**src/hw/rtl/transparent_depth_sorter_assert.svh**
```systemverilog
// assertion macros of the transparent depth sorter, used by its datapath module
// expects clk and arst_n in the scope where a macro is used
`ifndef TRANSPARENT_DEPTH_SORTER_ASSERT_SVH
`define TRANSPARENT_DEPTH_SORTER_ASSERT_SVH

// same-cycle implication, checked out of reset
`define TDS_ASSERT_SAME(label, ante, cons, msg) \
	label: assert property (@(posedge clk) disable iff (!arst_n) (ante) |-> (cons)) \
		else $error(msg);

// next-cycle implication, checked out of reset
`define TDS_ASSERT_NEXT(label, ante, cons, msg) \
	label: assert property (@(posedge clk) disable iff (!arst_n) (ante) |=> (cons)) \
		else $error(msg);

`endif

```
**src/hw/rtl/tds_pkg.sv**
```systemverilog
// shared types and constants of the transparent depth sorter
// no dependencies
package tds_pkg;

	// parameter defaults
	localparam int MAX_TRANSPARENT_DEF = 32;
	localparam int COORD_BITS_DEF      = 16;

	// fixed field widths
	localparam int ID_W    = 16;
	localparam int FIELD_W = 16;
	localparam int ALPHA_W = 8;
	localparam int CFG_IDX_W = 2;

	localparam logic [ALPHA_W-1:0] ALPHA_OPAQUE = 8'hFF;

	// configuration register indexes
	localparam logic [CFG_IDX_W-1:0] REG_EYE_X = 2'd0;
	localparam logic [CFG_IDX_W-1:0] REG_EYE_Y = 2'd1;
	localparam logic [CFG_IDX_W-1:0] REG_EYE_Z = 2'd2;

	typedef enum logic [1:0] {
		AXIS_X,
		AXIS_Y,
		AXIS_Z
	} axis_t;

	typedef enum logic [1:0] {
		S_IDLE,
		S_SQ,
		S_INS,
		S_FLUSH
	} state_t;

	// controller to datapath
	typedef struct packed {
		logic  take;      // latch the accepted instance
		logic  out_imm;   // load output with the accepted instance
		axis_t axis;      // coordinate fed to the squarer
		logic  acc_load;  // start the distance sum
		logic  acc_add;   // add the next square
		logic  insert;    // insert distance into the sorted row
		logic  pop;       // move row head to output and shift row
	} cmd_t;

	// datapath to controller
	typedef struct packed {
		logic opaque;     // alpha input is fully opaque
		logic full;       // row holds the maximum count
		logic empty;      // row holds nothing
		logic single;     // row holds exactly one entry
		logic out_valid;  // output register holds a result
	} stat_t;

endpackage

```
**src/hw/rtl/tds_ctrl.sv**
```systemverilog
// controller state machine of the transparent depth sorter
// depends on tds_pkg
module tds_ctrl (
	input  logic          clk,
	input  logic          arst_n,
	input  logic          in_valid,
	input  logic          frame_last,
	input  logic          out_stall,
	input  tds_pkg::stat_t st,
	output logic          in_stall,
	output tds_pkg::cmd_t cmd
);
	import tds_pkg::*;

	// squarer pipe: three coordinates, two register stages before the sum
	localparam logic [2:0] PH_ACC = 3'd2;
	localparam logic [2:0] PH_END = 3'd4;

	state_t     state_q, state_nxt;
	logic [2:0] ph_q;
	logic       last_q;
	logic       out_free;

	assign out_free = !st.out_valid || !out_stall;

	// state register
	always_ff @(posedge clk or negedge arst_n) begin
		if (!arst_n) begin
			state_q <= S_IDLE;
		end else begin
			state_q <= state_nxt;
		end
	end

	// phase counter and frame end flag
	always_ff @(posedge clk or negedge arst_n) begin
		if (!arst_n) begin
			ph_q   <= '0;
			last_q <= 1'b0;
		end else begin
			if (state_q == S_SQ) begin
				ph_q <= ph_q + 3'd1;
			end else begin
				ph_q <= '0;
			end
			if (cmd.take) begin
				last_q <= frame_last;
			end
		end
	end

	// next state and commands
	always_comb begin
		state_nxt = state_q;
		cmd       = '0;
		cmd.axis  = AXIS_X;
		in_stall  = 1'b1;
		unique case (state_q)
			S_IDLE: begin
				in_stall = !out_free;
				if (in_valid && out_free) begin
					cmd.take = 1'b1;
					if (st.opaque || st.full) begin
						cmd.out_imm = 1'b1;
						if (frame_last && !st.empty) begin
							state_nxt = S_FLUSH;
						end
					end else begin
						state_nxt = S_SQ;
					end
				end
			end
			S_SQ: begin
				unique case (ph_q)
					3'd0:    cmd.axis = AXIS_X;
					3'd1:    cmd.axis = AXIS_Y;
					default: cmd.axis = AXIS_Z;
				endcase
				cmd.acc_load = (ph_q == PH_ACC);
				cmd.acc_add  = (ph_q > PH_ACC);
				if (ph_q == PH_END) begin
					state_nxt = S_INS;
				end
			end
			S_INS: begin
				cmd.insert = 1'b1;
				state_nxt  = last_q ? S_FLUSH : S_IDLE;
			end
			S_FLUSH: begin
				if (out_free) begin
					cmd.pop = 1'b1;
					if (st.single) begin
						state_nxt = S_IDLE;
					end
				end
			end
			default: state_nxt = S_IDLE;
		endcase
	end

endmodule

```
**config.mk**
```make
export PLATFORM = sky130hd
export DESIGN_NAME = tds_ctrl
export DESIGN_NICKNAME = d
export VERILOG_FILES = /design/src/hw/rtl/transparent_depth_sorter_assert.svh /design/src/hw/rtl/tds_pkg.sv /design/src/hw/rtl/tds_ctrl.sv
export SDC_FILE = /design/constraint.sdc
export NUM_CORES = 1
export LEC_CHECK = 0
export ABC_AREA = 0
export CORE_AREA = 2 2 39 41
export DETAILED_ROUTE_END_ITERATION = 12
export DIE_AREA = 0 0 41 43
export DONT_BUFFER_PORTS = 1
export PLACE_DENSITY = 0.45
export SYNTH_ARGS = -nofsm -noshare
export SYNTH_HDL_FRONTEND = slang
export SYNTH_SLANG_ARGS = --single-unit
```
**constraint.sdc**
```tcl
create_clock -name clk -period 2.8 [get_ports clk]
set_clock_uncertainty 0.2 [all_clocks]
set_input_delay 0.14 -clock clk [delete_from_list [all_inputs] [get_ports clk]]
set_output_delay 0.14 -clock clk [all_outputs]
set_load 0.005 [all_outputs]
```
; Word-level counts from Yosys, hierarchy flattened
; Index checks and enable logic that the tools add are counted.
[totals]
output_inout_bits = 9
regBits = 6
inputBits = 10
[classes]
eq_ne = 11
order_cmp = 1
mux = 18
n_reduce_logical = 11
add_sub_neg = 1
[op_table]
columns = cell, count
row1 = $mux W2, 9
row2 = $pmux W2 S4, 1
row3 = $ne A2 B2 Y1 const B, 3
row4 = $mux W1, 5
row5 = $reduce_and A5 Y1, 1
row6 = $eq A2 B2 Y1 const B, 2
row7 = $logic_not A1 Y1, 4
row8 = $mux W4, 1
row9 = $pmux W2 S2, 1
row10 = $add A3 B1 Y3 const B, 1
row11 = $eq A3 B1 Y1 const B, 1
row12 = $eq A3 B2 Y1 const B, 1
row13 = $eq A3 B3 Y1 const B, 1
row14 = $gt A3 B2 Y1 const B, 1
row15 = $logic_not A3 Y1, 1
row16 = $mux W3, 1
row17 = $ne A3 B3 Y1 const B, 1
row18 = $eq A2 B1 Y1 const B, 1
row19 = $logic_and A1 B1 Y1, 2
row20 = $logic_not A2 Y1, 1
row21 = $logic_or A1 B1 Y1, 2
row22 = $ne A2 B1 Y1 const B, 1

; Logic depth before layout (Yosys ltp)
; Gate-level depths: netlist of run 1.
[logic_depth]
word_depth = 6
depth_mapped = 5
depth_no_buf = 5

; Least setup slack after synthesis of run 1
; OpenSTA, ideal clock, no wires.
[synth_path]
path_kind = reg2reg
startpoint = register ph_q[0]
endpoint = register state_q[1]
synth_period_minus_slack_ns = 1.349
arrival_ns = 1.017
slack_ns = 1.451
n_path_buf = 0
required_ns = 2.469
stages_incl_launch_ff = 6
setup_ns = 0.131
cell_sequence = dfrtp_1 inv_1 ha_1 nand2_1 nor2_1 or3_1
[synth_via]
elab_chain_len = 3
[synth_lines]
columns = element, line
row1 = start: declaration, tds_ctrl.sv:20  ; logic [2:0] ph_q;
row2 = start signal: assignment, tds_ctrl.sv:42  ; ph_q <= ph_q + 3'd1;
row3 = $eq A3 B3 Y1, tds_ctrl.sv:81  ; if (ph_q == PH_END) begin
row4 = $ne A2 B1 Y1 (no line), -
row5 = $reduce_and A5 Y1 (no line), -
row6 = end signal: assignment, tds_ctrl.sv:31  ; state_q <= state_nxt;
row7 = end: declaration, tds_ctrl.sv:19  ; state_t state_q, state_nxt;
; Every way passes these cells.
; A chain may end at the register's enable or synchronous reset.

; Final worst setup path of run 1
[layout_path]
startpoint = register state_q[0]
endpoint = register last_q
[layout_via]
elab_chain_len = 2
[layout_lines]
columns = element, line
row1 = $logic_not A2 Y1, tds_ctrl.sv:58  ; unique case (state_q)
row2 = $mux W2, tds_ctrl.sv:58
row3 = end signal: assignment, tds_ctrl.sv:47  ; last_q <= frame_last;
row4 = end: declaration, tds_ctrl.sv:21  ; logic last_q;
; Every way passes these cells.

==> results by group, run 1 <==
Outcome
  – Status: complete, no violations

Synthesis
  – Post-synthesis register bit count: 6
  – Number of synthesized flops with an enable pin: 0
  – Cell taking the most area after synthesis: dfrtp_1
  – Syn nets: 65
  – Top cells by area, synth: dfrtp_1, ha_1, nor2_1, inv_1, a211oi_2
  – Syn avg cell area: 8.513 sq um
  – Yosys top cell area share: 34.58%
  – Post-Syn Instances: 51
  – Sequential share of the synthesized area: 34.58%
  – Syn Std Cell Area: 434.2 sq um
  – Synth cell types: 26
  – Warning count from the yosys run: 0
  – Asr flop ratio synth: 100.0%
  – Synth Flop Type: dfrtp_1

Pwr
  – Seq pwr share: 35.2%
  – Internal: 289.8 uW
  – Pwr/cell area: 953.0 mW/mm^2
  – Leakage Power: 0.0002521 uW
  – Power share of the clock group: 15.2%
  – VDD IR max: 427.1 uV
  – Combinational cell fraction of total power: 49.6%
  – Psw: 205.1 uW
  – Sw Ratio: 41.44%

Worst setup path
  – Worst setup EP type: flip-flop
  – Critical path required time: 2.72 ns
  – Reg2reg path depth: 4
  – Reg2reg end: last_q$_DFFE_PN0P_
  – CP peak stage delay: 0.55 ns
  – Reg2Reg Launch Point: state_q[0]$_DFFE_PN0P_
  – Worst path depth: 4
  – Crit path max-delay family: buffers and inverters
  – Crit-path slowest cell: dlygate4sd3_1
  – Critical path endpoint: last_q$_DFFE_PN0P_
  – CP arrival: 1.89 ns
  – CP max FO: 7
  – Critical path type: flip-flop to flip-flop
  – R2R setup slack: 0.82 ns
  – Crit path launch type: flip-flop
  – Worst Setup SP: state_q[0]$_DFFE_PN0P_
  – WP buf/inv: 1
  – Cell Chain, Critical Path: nor2_2 -> nand3_1 -> mux2_1 -> dlygate4sd3_1

GRT
  – First-pass GRT wire length: 1338 microns
  – Pin count of the biggest net entering global routing: 10
  – Overall Global Routing Usage: 11.47%
  – Remaining Overflow, GRT: 0
  – Initial antenna violation count: 0
  – Number of global-route vias before repair: 323

STA
  – Final Cycle Share: 70.68%
  – F_max: 0.5053 GHz
  – Worst slew pin tran: 0.2865 ns
  – Relative slew slack: 80.63%
  – Slew Viols, Final: 0
  – RSZ-0062 raised after global routing: no
  – Final setup vio count: 0
  – Final number of hold-violating endpoints: 0
  – Min Tclk post-route: 1.979 ns
  – Setup tns final: 0 ns

Cells and area
  – Commonest cells after routing, fill and taps aside: nor2_1, inv_1, dfrtp_1
  – Most common cell after layout, fill and taps aside: nor2_1
  – NumNets Final: 74
  – Fraction of layout cells with a size suffix above 1: 12.07%
  – Area delta synth->final: 19.60%
  – Util after Layout: 37.52%
  – Diode count: 0

Die
  – Cell Rows: 14
  – CORE AREA: 0.001384 sq mm
  – Die Wd: 41 microns
  – Die ar.: 0.001763 sq mm
  – IO Pins: 19
  – Die height: 43 microns
  – Initial Util: 31.37%

Clocking
  – Clock Tree Buf Depth: 2
  – Clk_lat worst skew: 0.23 ns
  – Post_cts resized: 0
  – Clock transition at path regs: 0.04 ns
  – Clock root cell: clkbuf_4
  – CTS tree: built
  – H-tree Lvls: 1
  – CTS Sinks: 6
  – TritonCTS Buffers: 3

Min path
  – Worst hold path class: input port to flip-flop

Job
  – Max cap viols: 0

Placement
  – Hpwl dp: 659.9 microns
  – Port bufs: 0
  – Final GP Congestion: 0.6569

Drt
  – Routed Antenna Nets: 0
  – Detailed-route DRC error count: 0
  – DR vias/cell: 4.662
  – Post-Route WL: 858 microns
  – Pre-antenna DRT Iters: 1
  – 1st-iter DRT viols: 0
  – WL/cell: 11.59 microns
  – DR vias: 345
layout make-up:
cell class | count | area, sq um
flip-flops and latches | 6 | 150.1
fillers | 156 | 864.6
well taps | 16 | 20.02
inverters | 6 | 22.52
repair buffers | 5 | 50.05
multi-input cells | 38 | 254.0
clock buffers | 3 | 22.52
repair_timing:
item / in CTS / in global routing
endpoints found under the hold margin: 8 / 0
setup buffers: 0 / 0
hold buffers: 5 / 0
cell families (layout without fill, tap and decap cells):
family | count (synthesis) | count (layout) | share of synthesized area [%]
AND/OR/NAND/NOR | 25 | 25 | 29.69
AO/OA/AOI/OAI | 7 | 7 | 12.68
buffers and inverters | 7 | 14 | 6.917
flip-flops | 6 | 6 | 34.58
adder cells (fa/ha/maj) | 4 | 4 | 11.53
XOR/XNOR | 1 | 1 | 2.018
multiplexers | 1 | 1 | 2.593
synth_stat cells (2+ instances only):
cell / count
nor2_1: 10
dfrtp_1: 6
inv_1: 6
ha_1: 4
nand2_1: 3
nand2b_1: 2
sequential cells by signal, indices dropped and copies added, names as in the netlist:
signal and cells:
last_q 1, ph_q 3, state_q 2
power groups by stage:
stage / Combinational [uW] / Sequential (uW) / Clock [uW]
final: 246 / 174 / 75.3
after global routing: 291 / 183 / 82.5
after CTS: 252 / 174 / 80.8
after detailed placement: 220 / 175 / 0
after global placement: 218 / 174 / 0
after floorplan: 196 / 162 / 0
worst min path at each step:
stage	startpoint	endpoint	slack [ns]	cells past startpoint
global placement	arst_n	last_q$_DFFE_PN0P_	-0.36	0
CTS	arst_n	last_q$_DFFE_PN0P_	0.002	1
detailed placement	arst_n	last_q$_DFFE_PN0P_	-0.36	0
floorplan	arst_n	last_q$_DFFE_PN0P_	-0.36	0
finish	st[1]	state_q[1]$_DFFE_PN0P_	0.005	2
global route	arst_n	state_q[0]$_DFFE_PN0P_	0.01	1
per-stage QoR:
step,instances,hold slack [ns],total power [uW],setup WS (ns),instance area [sq um]
finish,74,0.004974,494.9,0.8211,519.2
global route,74,0.01256,556.6,0.7293,519.2
CTS,74,0.002313,506.4,0.8057,519.2
detailed placement,66,-0.3554,395.4,1.354,446.7
global placement,66,-0.3554,391.8,1.334,446.7
floorplan,51,-0.3556,357.8,1.451,434.2
metal layers:
layer	GRT usage (%)	wire (microns)	up-vias
li1	-	-	183
met1	16.33	388	154
met2	15.94	408	8
met3	2.094	60	0
met4	6.000	0	0
met5	0	0	-
(Power assumes the default switching activity.)
==> run 2, diff against run 1 <==
ABC_AREA = 1   (was 0)
PLACE_DENSITY = 0.46   (was 0.45)
clock period = 2 ns   (was 2.8 ns; I/O delays follow)
==> results by group, run 2 <==
Synthesis
  – Post-Synth XOR/XNOR Area: 0%
  – Adder-cell share of the synthesized area: 11.43%
  – Synth Flop Type: dfrtp_1
  – Most common cell in the synthesized netlist: nand2_1
  – Syn avg cell area: 6.737 sq um
  – Synth Area in Simple Gates: 34.29%
  – Syn nets: 79
  – Post-synthesis register bit count: 6
  – Largest family of logic cells by synthesized area: simple AND/OR/NAND/NOR gates
  – Number of synthesized flops with an enable pin: 0
  – Cell taking the most area after synthesis: dfrtp_1
  – Warning count from the yosys run: 0
  – Most common library cells after synthesis: nand2_1, inv_1, nor2_1
  – Synth cell types: 14
  – Compound-cell area share of the yosys netlist: 9.714%
  – Yosys top cell area share: 34.29%
  – Top cells by area, synth: dfrtp_1, nand2_1, ha_1, inv_1, nor2_1
  – Asr flop ratio synth: 100.0%
  – Post-Syn Instances: 65
  – Mux share of post-synthesis cell area: 0%
  – Sequential share of the synthesized area: 34.29%
  – Syn Std Cell Area: 437.9 sq um

Pwr
  – Psw: 312.2 uW
  – Sw Ratio: 45.22%
  – Seq pwr share: 32.4%
  – VDD IR max: 421.7 uV
  – Internal: 378.2 uW
  – Leakage Power: 0.0002972 uW
  – Power share of the clock group: 16.0%
  – Pwr/cell area: 1232 mW/mm^2
  – Combinational cell fraction of total power: 51.6%

Worst setup path
  – Reg2Reg Launch Point: state_q[1]$_DFFE_PN0P_
  – Cell Chain, Critical Path: nor2_2 -> nand3_2 -> clkinv_1 -> nand2_1 -> dlygate4sd3_1 -> nand2_1
  – Crit path launch type: flip-flop
  – Critical path type: flip-flop to flip-flop
  – Worst setup EP type: flip-flop
  – Most used cell, CP: nand2_1
  – Worst Setup SP: state_q[1]$_DFFE_PN0P_
  – Crit-path slowest cell: dlygate4sd3_1
  – R2R setup slack: 0.23 ns
  – Critical path required time: 1.97 ns
  – Reg2reg end: last_q$_DFFE_PN0P_
  – Reg2reg path depth: 6
  – WP buf/inv: 2
  – CP arrival: 1.74 ns
  – Crit path max-delay family: buffers and inverters
  – CP peak stage delay: 0.54 ns
  – CP max FO: 5

Die
  – Cell Rows: 14
  – Die ar.: 0.001763 sq mm
  – CORE AREA: 0.001384 sq mm
  – Die height: 43 microns
  – Die Wd: 41 microns
  – IO Pins: 19
  – Initial Util: 31.65%

STA
  – Min Tclk post-route: 1.772 ns
  – Final Cycle Share: 88.59%
  – Worst slew pin tran: 0.2783 ns
  – Setup tns final: 0 ns
  – Relative slew slack: 81.39%
  – Slew Viols, Final: 0
  – F_max: 0.5644 GHz
  – Final number of hold-violating endpoints: 0
  – Final setup vio count: 0
  – RSZ-0062 raised after global routing: no

Cells and area
  – Top flop regs: ph_q x3, state_q x2, last_q x1
  – NumNets Final: 92
  – Largest register FFs: 3
  – Util after Layout: 40.51%
  – Commonest cells after routing, fill and taps aside: nand2_1, inv_1, dlygate4sd3_1
  – Diode count: 0
  – Fraction of layout cells with a size suffix above 1: 11.84%
  – Layout Cells excl Fill: 92
  – Area delta synth->final: 28.00%
  – Most common cell after layout, fill and taps aside: nand2_1
  – Largest Register: ph_q

GRT
  – Number of global-route vias before repair: 451
  – Overall Global Routing Usage: 13.87%
  – Initial antenna violation count: 0
  – Pin count of the biggest net entering global routing: 7
  – Remaining Overflow, GRT: 0
  – First-pass GRT wire length: 1642 microns

Clocking
  – CTS tree: built
  – Post-CTS setup buffers: 0
  – TritonCTS Buffers: 3
  – Clk_lat worst skew: 0.24 ns
  – Clock root cell: clkbuf_4
  – CTS Sinks: 6
  – H-tree Lvls: 1
  – Clock transition at path regs: 0.05 ns
  – Clock Tree Buf Depth: 2
  – Post_cts resized: 0

Drt
  – Detailed-route DRC error count: 0
  – DR vias: 415
  – Routed Antenna Nets: 0
  – 1st-iter DRT viols: 3
  – Post-Route WL: 917 microns
  – Pre-antenna DRT Iters: 4
  – DR vias/cell: 4.511
  – WL/cell: 9.967 microns

Placement
  – Final GP Congestion: 0.6216
  – Hpwl dp: 726.8 microns
  – Cells after DPL: 81
  – Port bufs: 0

Min path
  – Worst hold path class: input port to flip-flop
  – Worst Hold Endpoint: state_q[1]$_DFFE_PN0P_
  – Worst Min Path Start: st[3]
  – Number of cells on the worst hold path: 6

Job
  – Max cap viols: 0

Outcome
  – Status: complete, no violations
==> run 2: cell count changes in the layout (fill, tap and decap cells not counted), moves of 3 or more <==
cell,delta
a21oi_1,+3
nor2_1,-3
nand2_1,+20
dlygate4sd3_1,+3
inv_1,+3
==> run 2: stage by stage <==
step	power, uW	setup WS [ns]	hold slack, ns	cell area, sq um
after detailed placement	553.6	0.6554	-0.3954	457.9
after floorplan	482.9	0.7647	-0.3956	437.9
after global placement	551.4	0.6561	-0.3954	457.9
after CTS	704.2	0.2320	0.01517	560.5
after global routing	779.7	0.08322	0.06514	560.5
final	690.5	0.2281	0.02207	560.5
==> run 2: per-layer routing <==
layer,up-vias,track usage [%],wire (microns)
li1,221,-,-
met1,186,14.52,404
met2,8,23.44,484
met3,0,3.141,28
met4,0,8.000,0
met5,-,0,0
==> run 2: worst max-delay path by stage <==
stage / endpoint / slack [ns] / cells past startpoint
2_1_floorplan: state_q[0]$_DFFE_PN0P_ / 0.76 / 6
3_3_place_gp: state_q[0]$_DFFE_PN0P_ / 0.66 / 6
3_5_place_dp: state_q[1]$_DFFE_PN0P_ / 0.66 / 8
4_1_cts: last_q$_DFFE_PN0P_ / 0.23 / 6
5_1_grt: last_q$_DFFE_PN0P_ / 0.08 / 6
6_report: last_q$_DFFE_PN0P_ / 0.23 / 6
==> run 2: cell families after synthesis <==
family | after synthesis
flip-flops | 6
buffers and inverters | 12
AO/OA/AOI/OAI | 8
adder cells (fa/ha/maj) | 4
AND/OR/NAND/NOR | 35
==> run 2: final cells by class <==
cell class | instances | area, sq um
repair buffers | 8 | 80.08
well taps | 16 | 20.02
clock buffers | 3 | 22.52
flip-flops and latches | 6 | 150.1
inverters | 12 | 45.04
multi-input cells | 47 | 242.7
fillers | 144 | 823.3
==> run 2: timing repair <==
action / CTS / global route
hold buffers: 8 / 0
setup endpoints to repair: 0 / 0
endpoints found under the hold margin: 9 / 0
==> run 2: tightest hold or removal path, stage by stage <==
cell and delay (ns):
inv_1 0.03, nand2_1 0.07, nand2_1 0.06, nand3_2 0.06, nand2_1 0.04, nand2_1 0.06
==> run 2: power by group through the flow <==
| stage | Sequential, uW | Clock [uW] | Combinational (uW) |
|---|---|---|---|
| after global placement | 224 | 0 | 327 |
| after CTS | 224 | 116 | 364 |
| after floorplan | 213 | 0 | 270 |
| after global routing | 232 | 127 | 420 |
| after detailed placement | 225 | 0 | 328 |
| final | 224 | 111 | 356 |
